**src/hw/rtl/tle_pkg.sv**
```systemverilog
// ----------------------------------------------------------------------------
// Terminal line editor package
// Shared constants, codes and the command and status records that join the
// controller and the datapath.
// ----------------------------------------------------------------------------
package tle_pkg;

  // Line store geometry.
  localparam int LINE_DEPTH = 16;
  localparam int LIMIT_CAP  = 16;
  localparam int ADDR_W     = (LINE_DEPTH > 1) ? $clog2(LINE_DEPTH) : 1;
  localparam int CNT_W      = 5;
  localparam int LIMIT_W    = 5;

  // Largest effective limit.
  localparam logic [CNT_W-1:0] EFF_MAX =
    CNT_W'((LINE_DEPTH < LIMIT_CAP) ? LINE_DEPTH : LIMIT_CAP);
  localparam logic [LIMIT_W-1:0] LIMIT_RESET = LIMIT_W'(16);

  // Register map: byte address bit 2 selects the register index.
  localparam int              PADDR_W         = 3;
  localparam logic            REG_LINE_LIMIT  = 1'b0;

  // Character codes.
  localparam logic [7:0] CH_NUL   = 8'd0;
  localparam logic [7:0] CH_BEL   = 8'd7;
  localparam logic [7:0] CH_BS    = 8'd8;
  localparam logic [7:0] CH_LF    = 8'd10;
  localparam logic [7:0] CH_CR    = 8'd13;
  localparam logic [7:0] CH_KILL  = 8'd24;
  localparam logic [7:0] CH_SPACE = 8'd32;
  localparam logic [7:0] CH_DEL   = 8'd127;

  // Result kinds.
  localparam logic [1:0] KIND_ECHO   = 2'd0;
  localparam logic [1:0] KIND_LINE   = 2'd1;
  localparam logic [1:0] KIND_STATUS = 2'd2;

  // Line end status codes.
  localparam logic [1:0] END_EOL  = 2'd0;
  localparam logic [1:0] END_FULL = 2'd1;
  localparam logic [1:0] END_EOI  = 2'd2;

  // Controller states.
  typedef enum logic [2:0] {
    S_IDLE,
    S_BELL,
    S_ZERO,
    S_ERASE,
    S_ECHO_END,
    S_ECHO_FULL,
    S_LINE,
    S_STAT
  } state_t;

  // Class of the word on the input channel.
  typedef enum logic [2:0] {
    CLS_EOI,
    CLS_ERASE,
    CLS_EOL,
    CLS_KILL,
    CLS_CHAR
  } cls_t;

  // Character count operations.
  typedef enum logic [1:0] {
    CNT_HOLD,
    CNT_CLEAR,
    CNT_DEC,
    CNT_INC
  } cnt_op_t;

  // Source of the next result word.
  typedef enum logic [2:0] {
    OUT_BELL,
    OUT_ZERO,
    OUT_CHAR,
    OUT_ERASE,
    OUT_LINE,
    OUT_STAT
  } out_sel_t;

  typedef struct packed {
    logic     take;
    logic     store;
    cnt_op_t  cnt_op;
    logic     step_erase;
    logic     idx_inc;
    logic     out_load;
    out_sel_t out_sel;
    logic     out_last;
  } cmd_t;

  typedef struct packed {
    cls_t in_class;
    logic cnt_zero;
    logic full_hit;
    logic out_free;
    logic erase_last;
    logic line_done;
  } sts_t;

endpackage

```
**src/hw/rtl/tle_datapath.sv**
```systemverilog
// ----------------------------------------------------------------------------
// Terminal line editor datapath
// Line store, character count, walk counters and the output word register.
// ----------------------------------------------------------------------------
module tle_datapath (
  input  logic                        clk,
  input  logic                        rst,
  input  logic [7:0]                  in_char,
  input  logic                        end_of_input,
  input  logic [tle_pkg::LIMIT_W-1:0] line_limit,
  input  tle_pkg::cmd_t               cmd,
  output tle_pkg::sts_t               sts,
  output logic                        out_valid,
  input  logic                        out_stall,
  output logic [1:0]                  item_kind,
  output logic [7:0]                  out_byte,
  output logic [1:0]                  end_status,
  output logic                        last
);
  import tle_pkg::*;

  logic [7:0]       mem [LINE_DEPTH];
  logic [7:0]       rdata;
  logic [7:0]       ch;
  logic [1:0]       stat_code;
  logic [CNT_W-1:0] count;
  logic [CNT_W-1:0] count_next;
  logic [CNT_W-1:0] new_count;
  logic [CNT_W-1:0] eff;
  logic [CNT_W-1:0] len;
  logic [CNT_W-1:0] idx;
  logic [CNT_W-1:0] idx_next;
  logic [CNT_W-1:0] reps;
  logic [1:0]       phase;
  logic             wr_en;
  cls_t             in_class;
  logic [1:0]       kind_d;
  logic [7:0]       byte_d;
  logic [1:0]       stat_d;

  // Decode the incoming word.
  always_comb begin
    if (end_of_input) begin
      in_class = CLS_EOI;
    end else if (in_char inside {CH_BS, CH_DEL}) begin
      in_class = CLS_ERASE;
    end else if (in_char inside {CH_CR, CH_LF}) begin
      in_class = CLS_EOL;
    end else if (in_char == CH_KILL) begin
      in_class = CLS_KILL;
    end else begin
      in_class = CLS_CHAR;
    end
  end

  // Effective limit and the count after storing one more character.
  always_comb begin
    if (line_limit == '0) begin
      eff = CNT_W'(1);
    end else if (line_limit > EFF_MAX) begin
      eff = EFF_MAX;
    end else begin
      eff = line_limit;
    end
  end

  assign wr_en     = cmd.store && (count < CNT_W'(LINE_DEPTH));
  assign new_count = wr_en ? (count + CNT_W'(1)) : count;

  assign sts.in_class   = in_class;
  assign sts.cnt_zero   = (count == '0);
  assign sts.full_hit   = (in_class == CLS_CHAR) &&
                          (((count < CNT_W'(LINE_DEPTH)) ? (count + CNT_W'(1)) : count) >= eff);
  assign sts.out_free   = !out_valid || !out_stall;
  assign sts.erase_last = (phase == 2'd2) && (reps == CNT_W'(1));
  assign sts.line_done  = (idx == len);

  // Character count.
  always_comb begin
    case (cmd.cnt_op)
      CNT_CLEAR: count_next = '0;
      CNT_DEC:   count_next = count - CNT_W'(1);
      CNT_INC:   count_next = new_count;
      default:   count_next = count;
    endcase
  end

  always_ff @(posedge clk) begin
    if (rst) begin
      count <= '0;
    end else begin
      count <= count_next;
    end
  end

  // Line walk index; the read address follows its next value.
  always_comb begin
    if (cmd.take) begin
      idx_next = '0;
    end else if (cmd.idx_inc) begin
      idx_next = idx + CNT_W'(1);
    end else begin
      idx_next = idx;
    end
  end

  // Per-word latches, erase walk and line length.
  always_ff @(posedge clk) begin
    idx <= idx_next;
    if (cmd.take) begin
      ch    <= in_char;
      phase <= 2'd0;
      len   <= sts.full_hit ? (new_count - CNT_W'(1)) : count;
      reps  <= (in_class == CLS_KILL) ? count : CNT_W'(1);
      if (in_class == CLS_EOI) begin
        stat_code <= END_EOI;
      end else if (sts.full_hit) begin
        stat_code <= END_FULL;
      end else begin
        stat_code <= END_EOL;
      end
    end else if (cmd.step_erase) begin
      if (phase == 2'd2) begin
        phase <= 2'd0;
        reps  <= reps - CNT_W'(1);
      end else begin
        phase <= phase + 2'd1;
      end
    end
  end

  // Line store with registered read.
  always_ff @(posedge clk) begin
    if (wr_en) begin
      mem[count[ADDR_W-1:0]] <= in_char;
    end
    rdata <= mem[idx_next[ADDR_W-1:0]];
  end

  // Result word select.
  always_comb begin
    kind_d = KIND_ECHO;
    byte_d = CH_NUL;
    stat_d = END_EOL;
    case (cmd.out_sel)
      OUT_BELL:  byte_d = CH_BEL;
      OUT_ZERO:  byte_d = CH_NUL;
      OUT_CHAR:  byte_d = ch;
      OUT_ERASE: byte_d = (phase == 2'd1) ? CH_SPACE : CH_BS;
      OUT_LINE: begin
        kind_d = KIND_LINE;
        byte_d = rdata;
      end
      OUT_STAT: begin
        kind_d = KIND_STATUS;
        stat_d = stat_code;
      end
      default: byte_d = CH_NUL;
    endcase
  end

  // Output word register.
  always_ff @(posedge clk) begin
    if (rst) begin
      out_valid <= 1'b0;
    end else if (cmd.out_load) begin
      out_valid <= 1'b1;
    end else if (!out_stall) begin
      out_valid <= 1'b0;
    end
  end

  always_ff @(posedge clk) begin
    if (cmd.out_load) begin
      item_kind  <= kind_d;
      out_byte   <= byte_d;
      end_status <= stat_d;
      last       <= cmd.out_last;
    end
  end

  // The count never reaches the largest effective limit between words.
  a_count_range: assert property (@(posedge clk) disable iff (rst)
    count < EFF_MAX)
    else $error("character count out of range");

  // The line walk never runs past the delivered length.
  a_idx_bound: assert property (@(posedge clk) disable iff (rst)
    cmd.idx_inc |-> (idx < len))
    else $error("line walk past its length");

  // An erase step always has a repetition left.
  a_reps_left: assert property (@(posedge clk) disable iff (rst)
    cmd.step_erase |-> (reps != '0))
    else $error("erase step with no repetition left");

endmodule

```
**src/hw/rtl/tle_ctrl.sv**
```systemverilog
// ----------------------------------------------------------------------------
// Terminal line editor controller
// State machine that takes each input word and sequences its result words.
// ----------------------------------------------------------------------------
module tle_ctrl (
  input  logic          clk,
  input  logic          rst,
  input  logic          in_valid,
  output logic          in_stall,
  input  tle_pkg::sts_t sts,
  output tle_pkg::cmd_t cmd
);
  import tle_pkg::*;

  state_t state;
  state_t state_next;

  // State register.
  always_ff @(posedge clk) begin
    if (rst) begin
      state <= S_IDLE;
    end else begin
      state <= state_next;
    end
  end

  // Next state and commands.
  always_comb begin
    state_next     = state;
    cmd.take       = 1'b0;
    cmd.store      = 1'b0;
    cmd.cnt_op     = CNT_HOLD;
    cmd.step_erase = 1'b0;
    cmd.idx_inc    = 1'b0;
    cmd.out_load   = 1'b0;
    cmd.out_sel    = OUT_ZERO;
    cmd.out_last   = 1'b0;
    in_stall       = (state != S_IDLE);
    case (state)
      S_IDLE: begin
        if (in_valid) begin
          cmd.take = 1'b1;
          case (sts.in_class)
            CLS_EOI: begin
              cmd.cnt_op = CNT_CLEAR;
              state_next = S_STAT;
            end
            CLS_ERASE: begin
              if (sts.cnt_zero) begin
                state_next = S_BELL;
              end else begin
                cmd.cnt_op = CNT_DEC;
                state_next = S_ERASE;
              end
            end
            CLS_EOL: begin
              cmd.cnt_op = CNT_CLEAR;
              state_next = S_LINE;
            end
            CLS_KILL: begin
              if (sts.cnt_zero) begin
                state_next = S_ZERO;
              end else begin
                cmd.cnt_op = CNT_CLEAR;
                state_next = S_ERASE;
              end
            end
            default: begin
              cmd.store = 1'b1;
              if (sts.full_hit) begin
                cmd.cnt_op = CNT_CLEAR;
                state_next = S_ECHO_FULL;
              end else begin
                cmd.cnt_op = CNT_INC;
                state_next = S_ECHO_END;
              end
            end
          endcase
        end
      end
      S_BELL: begin
        if (sts.out_free) begin
          cmd.out_load = 1'b1;
          cmd.out_sel  = OUT_BELL;
          cmd.out_last = 1'b1;
          state_next   = S_IDLE;
        end
      end
      S_ZERO: begin
        if (sts.out_free) begin
          cmd.out_load = 1'b1;
          cmd.out_sel  = OUT_ZERO;
          cmd.out_last = 1'b1;
          state_next   = S_IDLE;
        end
      end
      S_ERASE: begin
        if (sts.out_free) begin
          cmd.out_load   = 1'b1;
          cmd.out_sel    = OUT_ERASE;
          cmd.step_erase = 1'b1;
          cmd.out_last   = sts.erase_last;
          if (sts.erase_last) begin
            state_next = S_IDLE;
          end
        end
      end
      S_ECHO_END: begin
        if (sts.out_free) begin
          cmd.out_load = 1'b1;
          cmd.out_sel  = OUT_CHAR;
          cmd.out_last = 1'b1;
          state_next   = S_IDLE;
        end
      end
      S_ECHO_FULL: begin
        if (sts.out_free) begin
          cmd.out_load = 1'b1;
          cmd.out_sel  = OUT_CHAR;
          state_next   = S_LINE;
        end
      end
      S_LINE: begin
        if (sts.line_done) begin
          state_next = S_STAT;
        end else if (sts.out_free) begin
          cmd.out_load = 1'b1;
          cmd.out_sel  = OUT_LINE;
          cmd.idx_inc  = 1'b1;
        end
      end
      S_STAT: begin
        if (sts.out_free) begin
          cmd.out_load = 1'b1;
          cmd.out_sel  = OUT_STAT;
          cmd.out_last = 1'b1;
          state_next   = S_IDLE;
        end
      end
      default: state_next = S_IDLE;
    endcase
  end

  // A word is only loaded into a free output register.
  a_load_free: assert property (@(posedge clk) disable iff (rst)
    cmd.out_load |-> sts.out_free)
    else $error("output word overwritten");

endmodule

```
**src/hw/rtl/terminal_line_editor.sv**
```systemverilog
// ----------------------------------------------------------------------------
// Terminal line editor
// Line editing with backspace, delete and kill, echo and line delivery.
// ----------------------------------------------------------------------------
//
//   Channel  Direction  Handshake               Word
//   input    in         in_valid / in_stall     in_char, end_of_input
//   output   out        out_valid / out_stall   item_kind, out_byte,
//                                               end_status, last
//   config   in         APB psel/penable/pready line_limit at byte address 0
//
// An input word is accepted in S_IDLE and its result words are then loaded
// one after another; a delivered line also passes an end of line check.
// The single output word register takes one result a cycle while not stalled.
// Reset is synchronous and active high; the line is empty and line_limit is
// 16 afterwards. A stalled output holds the sequencer in place; the next
// input word is taken as soon as the last result is loaded.
// ----------------------------------------------------------------------------
module terminal_line_editor (
  input  logic                        clk,
  input  logic                        rst,
  input  logic                        in_valid,
  output logic                        in_stall,
  input  logic [7:0]                  in_char,
  input  logic                        end_of_input,
  output logic                        out_valid,
  input  logic                        out_stall,
  output logic [1:0]                  item_kind,
  output logic [7:0]                  out_byte,
  output logic [1:0]                  end_status,
  output logic                        last,
  input  logic                        psel,
  input  logic                        penable,
  input  logic                        pwrite,
  input  logic [tle_pkg::PADDR_W-1:0] paddr,
  input  logic [31:0]                 pwdata,
  output logic [31:0]                 prdata,
  output logic                        pready
);
  import tle_pkg::*;

  logic [LIMIT_W-1:0] line_limit;
  logic               limit_sel;
  cmd_t               cmd;
  sts_t               sts;

  // Configuration register.
  assign pready    = 1'b1;
  assign limit_sel = (paddr[2] == REG_LINE_LIMIT);

  always_ff @(posedge clk) begin
    if (rst) begin
      line_limit <= LIMIT_RESET;
    end else if (psel && penable && pwrite && pready && limit_sel) begin
      line_limit <= pwdata[LIMIT_W-1:0];
    end
  end

  assign prdata = limit_sel ? {{(32 - LIMIT_W){1'b0}}, line_limit} : 32'd0;

  tle_ctrl u_ctrl (
    .clk      (clk),
    .rst      (rst),
    .in_valid (in_valid),
    .in_stall (in_stall),
    .sts      (sts),
    .cmd      (cmd)
  );

  tle_datapath u_datapath (
    .clk          (clk),
    .rst          (rst),
    .in_char      (in_char),
    .end_of_input (end_of_input),
    .line_limit   (line_limit),
    .cmd          (cmd),
    .sts          (sts),
    .out_valid    (out_valid),
    .out_stall    (out_stall),
    .item_kind    (item_kind),
    .out_byte     (out_byte),
    .end_status   (end_status),
    .last         (last)
  );

endmodule

```
**config.mk**
```make
export PLATFORM = sky130hd
export DESIGN_NAME = terminal_line_editor
export DESIGN_NICKNAME = d
export VERILOG_FILES = /design/src/hw/rtl/tle_pkg.sv /design/src/hw/rtl/tle_datapath.sv /design/src/hw/rtl/tle_ctrl.sv /design/src/hw/rtl/terminal_line_editor.sv
export SDC_FILE = /design/constraint.sdc
export NUM_CORES = 1
export LEC_CHECK = 0
export BUFFER_PORTS_ARGS = -buffer_cell sky130_fd_sc_hd__buf_2
export CAP_MARGIN = 10
export CORE_MARGIN = 4
export CORE_UTILIZATION = 59
export CTS_BUF_LIST = sky130_fd_sc_hd__clkbuf_16
export CTS_CLUSTER_SIZE = 16
export DETAILED_ROUTE_END_ITERATION = 10
export GPL_ROUTABILITY_DRIVEN = 0
export GPL_TIMING_DRIVEN = 0
export PLACE_DENSITY = 0.8
export REMOVE_ABC_BUFFERS = 1
export SYNTH_ARGS = -nofsm -noshare
export SYNTH_HDL_FRONTEND = slang
export SYNTH_SLANG_ARGS = --single-unit
```
**constraint.sdc**
```tcl
create_clock -name clk -period 4 [get_ports clk]
set_input_delay 0.6 -clock clk [delete_from_list [all_inputs] [get_ports clk]]
set_output_delay 0.6 -clock clk [all_outputs]
set_load 0.005 [all_outputs]
```
Yosys cells after proc, flatten, opt, wreduce, memory -nomap -nowiden. Memories as Yosys holds them, arrays and structs flattened. A register that Yosys moved wholly into a read port is not among the register bits. Cells that the tools add are included. W data, S select, Z words.

Eq/ne operators: 34. Add/subtract/negate cells: 6. Reduce and logical (&&, ||, !) cells: 25. Muxes and demuxes: 57. Bitwise gates (word level): 1. Order comparisons: 3.

Operators with widths (count): $mux W5 (17); $pmux W8 S4 (1); $mux W3 (10); $pmux W4 S7 (1); $eq A8 B4 Y1 const B (3); $eq A3 B3 Y1 const B (7); $mux W4 (5); $eq A3 B2 Y1 const B (6); $pmux W3 S5 (1); $pmux W5 S3 (1); $sub A5 B1 Y5 const B (3); $mux W1 (12); $pmux W3 S4 (1); $add A5 B1 Y5 const B (2); $logic_not A5 Y1 (2); $logic_not A3 Y1 (3); $eq A8 B5 Y1 const B (1); $eq A8 B7 Y1 const B (1); $mux W2 (4); $ne A2 B2 Y1 const B (4); $reduce_bool A2 Y1 (4); $reduce_or A4 Y1 (2); $eq A2 B2 Y1 const B (3); $eq A3 B1 Y1 const B (2); 20 further kinds (30).

Flip-flop bits (word level): 54. Memories: 1. Bits of input ports: 51. RAM bits: 128.

Memories: u_datapath.mem (depth 16, width 8, read ports 1, clocked after memory_dff 1, write ports 1, RTL line tle_datapath.sv:22) `logic [7:0] mem [LINE_DEPTH];`.

Logic depth before layout (Yosys ltp).
Word-level depth: 15. Depth in mapped cells: 13. Gate-level depth less buffers: 11.

Cells and area by module. Synthesis repeated with hierarchy kept, for this count alone.

Cells, all modules: 866. Area, all modules: 9402.8 um^2.

By module, submodules not included: tle_datapath (cells an instance 741, times used 1, area an instance 8438.1 um^2); terminal_line_editor (cells an instance 58, times used 1, area an instance 494.2 um^2); tle_ctrl (cells an instance 67, times used 1, area an instance 470.5 um^2).

Worst setup path before layout. OpenSTA, ideal clock, no wires.

Path kind: reg-to-reg. Start: reg u_datapath.count[0]. End: reg u_datapath.len[4], data pin. Arrival: 2.659 ns. Required time: 3.738 ns. Buffers on the path: 3. Period minus slack after synthesis: 2.921 ns. Stages on the path, launching flop included: 14. Path slack: 1.079 ns. Cells stage by stage: dfxtp_1 -> buf_2 -> inv_1 -> ha_1 -> buf_4 -> mux2_2 -> ha_1 -> a21o_1 -> a21oi_1 -> o21ai_0 -> and2_1 -> buf_2 -> a21oi_1 -> mux2_1.

Longest elaborated chain between the ends: 5.

Ends and longest elaborated chain: start: declaration (RTL line tle_datapath.sv:26) `logic [CNT_W-1:0] count;`; start signal: assignment (RTL line tle_datapath.sv:92) `count <= count_next;`; $lt A5 B5 Y1 / $add A5 B1 Y5 (equally long branches) (RTL line tle_datapath.sv:67, tle_datapath.sv:73, tle_datapath.sv:68); $logic_and A1 B1 Y1 / $mux W5 (equally long branches) (RTL line tle_datapath.sv:67, tle_datapath.sv:73); $mux W5 / $ge A5 B5 Y1 (equally long branches) (RTL line tle_datapath.sv:68, tle_datapath.sv:73); $sub A5 B1 Y5 / $logic_and A1 B1 Y1 (equally long branches) (RTL line tle_datapath.sv:113, tle_datapath.sv:72); $mux W5 (*) (RTL line tle_datapath.sv:113) `len <= sts.full_hit ? (new_count - CNT_W'(1)) : count;`; end signal: assignment (RTL line tle_datapath.sv:113); end: declaration (RTL line tle_datapath.sv:30) `logic [CNT_W-1:0] len;`.

Every way passes the cells marked *; elsewhere a longest branch is shown, timed or not. A chain may end at the register's enable or synchronous reset.

Worst setup path after layout.
Start: reg u_ctrl.state[0]. End: mem u_datapath.mem[8][2] (enable).

Longest elaborated chain between the ends: 5.

Ends and longest elaborated chain: start: declaration (RTL line tle_ctrl.sv:15) `state_t state;`; start signal: assignment (RTL line tle_ctrl.sv:23) `state <= state_next;`; $logic_not A3 Y1 (RTL line tle_ctrl.sv:39) `case (state)`; $mux W4 (RTL line tle_ctrl.sv:39); $logic_and A1 B1 Y1 (RTL line tle_datapath.sv:67) `assign wr_en = cmd.store && (count < CNT_W'(LINE_DEPTH));`; $mux W1 (RTL line tle_datapath.sv:134) `if (wr_en) begin`; $mux W1 (implied by the code) (RTL line tle_datapath.sv:135) `mem[count[ADDR_W-1:0]] <= in_char;`; end: declaration (RTL line tle_datapath.sv:22).

No other way between the ends.

==> run metrics <==
WP data required 4.06 ns; Post-synth EDFFs 161; Initial Util 60.4%; multi-input logic area 3030 µm²; Routed Antenna Nets 0; register area share after synthesis 61.7%; Setup crit start kind register; IO Port Bufs 41; Fin. Hold Viols 0; root buf cell clkbuf_16; top post-synthesis cells by area edfxtp_1 55%, dfxtp_1 6.6%, mux2_2 6.3%, buf_4 2.9%, mux2i_1 2.6%; Min-Delay Startpoint pwdata[2]; Netlist cell types 68; Net Switching 1.54 mW; Die Span X 130 µm; Final Cycle Share 92.5%; worst r2r src u_ctrl.state[0]$_SDFFE_PP0P_; setup violators final 0; CP Buf/Inv Count 1; # hold bufs at CTS 0; I/O Pins 99; clk sinks 190; sequential fraction of design power 46.8%; CP top delay family simple AND/OR/NAND/NOR gates; max-cap viol count 0; biggest fanout along the worst timing path 30; fraction of registers with async set/reset 0%; CP endpoint kind register; setup TNS 0 ns; leak pwr 3.38 nW; FF/Latch Area 5420 µm²; Vias/cell 6.32; clock tree buffer depth 2; Worst Skew 0.00437 ns; Worst-path clk slew 0.06 ns; n_diodes 0; Avg Cell Area, Syn 13.1 µm²; worst min-delay path category in -> reg; Crit-path slowest cell nor2_1; clock power share 29.7%; DRT Wirelength 19.3 mm; drt initial violations 643; largest net degree at the start of global routing 31; Post-Synthesis Cell Area 8780 µm²; status completed; area share of the largest cell type after synthesis 55.1%; P_int 3.86 mW; setup ws final 0.298 ns; synth warn 0; Worst slew margin 35.0%; drt first pass iters 6; die height 130 µm; Critical Path AT 3.76 ns; worst slack at placement 0.0403 ns; Worst Tran Pin Value 0.971 ns; filler instances 1060; WHS Path Cells 3; worst reg2reg path depth 8; initial antenna violation count 0; CTS tree built; CTS H-tree lvls 4; reg-to-reg slack, setup 0.30 ns; Skew-Pair Late Insertion Delay 0.43 ns; Yosys reg bits 190; kind of critical path reg -> reg; Yosys top cell by area edfxtp_1; area grow syn2layout 9.41%; first-pass GRT wire length 30.3 mm; Avg WL per Cell 21.5 µm; maximum operating frequency 0.270 GHz; Max stage delay on crit path 0.66 ns; detailed placement HPWL 12.7 mm; Comb power frac 23.5%; min cycle time layout 3.70 ns; Std-Cell Rows 44; CP Cell Sequence nor3_2 > nand2_2 > inv_2 > nand2_2 > nor2_1 > and3_1 > nand2_1 > nor2_1; P per Cell Area 562 nW/µm²; pins over their slew limit 0; vias in the first global route 5489; total CTS buffers 17; Sw Share 28.5%; ys flop type edfxtp_1; peak supply drop 0.000340 V; GRT Total Usage 23.8%; DRC Markers 0; Mapped Cells 670; via count 5672; Worst R2R End u_datapath.mem[8][2]$_DFFE_PP_; grt ovf 0; Die ar. 16900 µm²; worst hold path endpoint line_limit[2]$_SDFFE_PP0P_; core area 14500 µm²; nets@finish 765; Layout Utilization 66.1%; layout cell share with drive strength beyond 1 19.5%
## logic make-up (layout without fill, tap and decap cells)
family,after synthesis,count (layout),synth area share [%]
buf+inv,80,97,5.19
xor+xnor,19,19,1.98
mux,74,74,9.21
fa+ha+maj,14,14,2.00
other cells,2,28,0.0855
compound gates,121,121,10.1
simple gates,170,170,9.80
flops,190,190,61.7
## power groups by stage
stage | Clock [mW] | Sequential (mW) | Combinational [mW]
after floorplan | 0 | 2.54 | 0.865
after global routing | 1.71 | 2.55 | 1.37
after CTS | 1.62 | 2.53 | 1.26
after global placement | 0 | 2.56 | 1.21
after detailed placement | 0 | 2.57 | 1.24
final | 1.60 | 2.53 | 1.27
## routing by layer
layer | vias up | routed length (µm) | GRT usage [%]
met5 | - | 0 | 0
met4 | 0 | 408 | 8.07
met3 | 48 | 1570 | 5.53
met2 | 303 | 9620 | 39.2
met1 | 2751 | 7670 | 31.3
li1 | 2570 | - | -
## worst max-delay path by stage
stage	cells past startpoint	from	end
global route	8	u_ctrl.state[0]$_SDFFE_PP0P_	u_datapath.mem[8][2]$_DFFE_PP_
finish	8	u_ctrl.state[0]$_SDFFE_PP0P_	u_datapath.mem[8][2]$_DFFE_PP_
detailed placement	8	u_ctrl.state[0]$_SDFFE_PP0P_	u_datapath.mem[1][7]$_DFFE_PP_
global placement	8	out_stall	u_datapath.rdata[7]$_DFF_P_
floorplan	7	out_stall	u_datapath.rdata[0]$_DFF_P_
CTS	8	u_ctrl.state[0]$_SDFFE_PP0P_	u_datapath.mem[1][7]$_DFFE_PP_
## cell type report
| class | instances | area share [%] |
|---|---|---|
| inverters | 20 | 0.782 |
| flip-flops and latches | 190 | 56.4 |
| multi-input cells | 426 | 31.6 |
| repair buffers | 45 | 3.07 |
| well taps | 184 | 2.40 |
| clock buffers | 17 | 4.43 |
| clock inverters | 15 | 1.35 |
## flip-flops by register name (all words and copies together) (netlist names)
| signal | flops |
|---|---|
| u_datapath.mem | 128 |
| u_datapath.idx | 5 |
| u_datapath.out_byte | 8 |
| u_datapath.ch | 8 |
| u_datapath.reps | 5 |
| u_datapath.item_kind | 2 |
| u_datapath.len | 5 |
| u_datapath.stat_code | 2 |
| u_datapath.rdata | 8 |
| u_datapath.count | 5 |
| u_datapath.out_valid | 1 |
| u_datapath.phase | 2 |
| line_limit | 5 |
| u_datapath.last | 1 |
| u_ctrl.state | 3 |
| u_datapath.end_status | 2 |
## repair_timing
action                                  CTS  global route
endpoints found under the hold margin     0             0
gates resized for setup                   0             3
setup buffers                             0             0
endpoints found under the setup margin    0            24
## synth_stat cells, drive strengths merged (2+ instances only)
cell type,number
and2,2
o311ai,2
nand2b,4
nand2,32
a22o,3
or4,2
ha,14
nand4,14
o31ai,5
a21o,4
and3,4
a311oi,3
nor2,52
xor2,5
a21oi,18
edfxtp,161
a211oi,4
nor3,19
o22a,9
nor4,4
dfxtp,29
a2111oi,2
conb,2
a221o,5
o21a,2
inv,20
nand3,10
a31oi,10
xnor2,14
buf,45
a211o,2
mux2i,23
or3,5
nor3b,4
nor2b,9
a22oi,9
o211ai,3
clkbuf,15
o21ai,18
and4,2
a32oi,17
mux2,51
## cells in the final DEF (no fill, tap or decap), types with 10 or more instances in the layout
cell	instances
nor2_1	51
buf_2	41
dfxtp_1	29
edfxtp_1	161
xnor2_1	13
a21oi_1	18
nand4_1	14
a32oi_1	17
a31oi_1	10
clkbuf_16	17
o21ai_0	15
nand2_1	30
ha_1	14
nor3_1	15
mux2_2	49
mux2i_1	22
conb_1	28
inv_1	21
## per-stage QoR
stage	area, µm²	cells	total power [mW]	hold WS [ns]
3_3_place_gp	8930	861	3.77	0.475
6_report	9610	897	5.40	0.400
4_1_cts	9580	896	5.41	0.390
5_1_grt	9610	897	5.63	0.411
2_1_floorplan	8500	636	3.41	0.459
3_5_place_dp	9030	864	3.81	0.480
## tightest hold or removal path, cell delays in order
cell,delay (ns)
buf_2,0.08
mux2i_1,0.05
nor2_1,0.07
No activity file was read; power rests on OpenSTA's default activity.
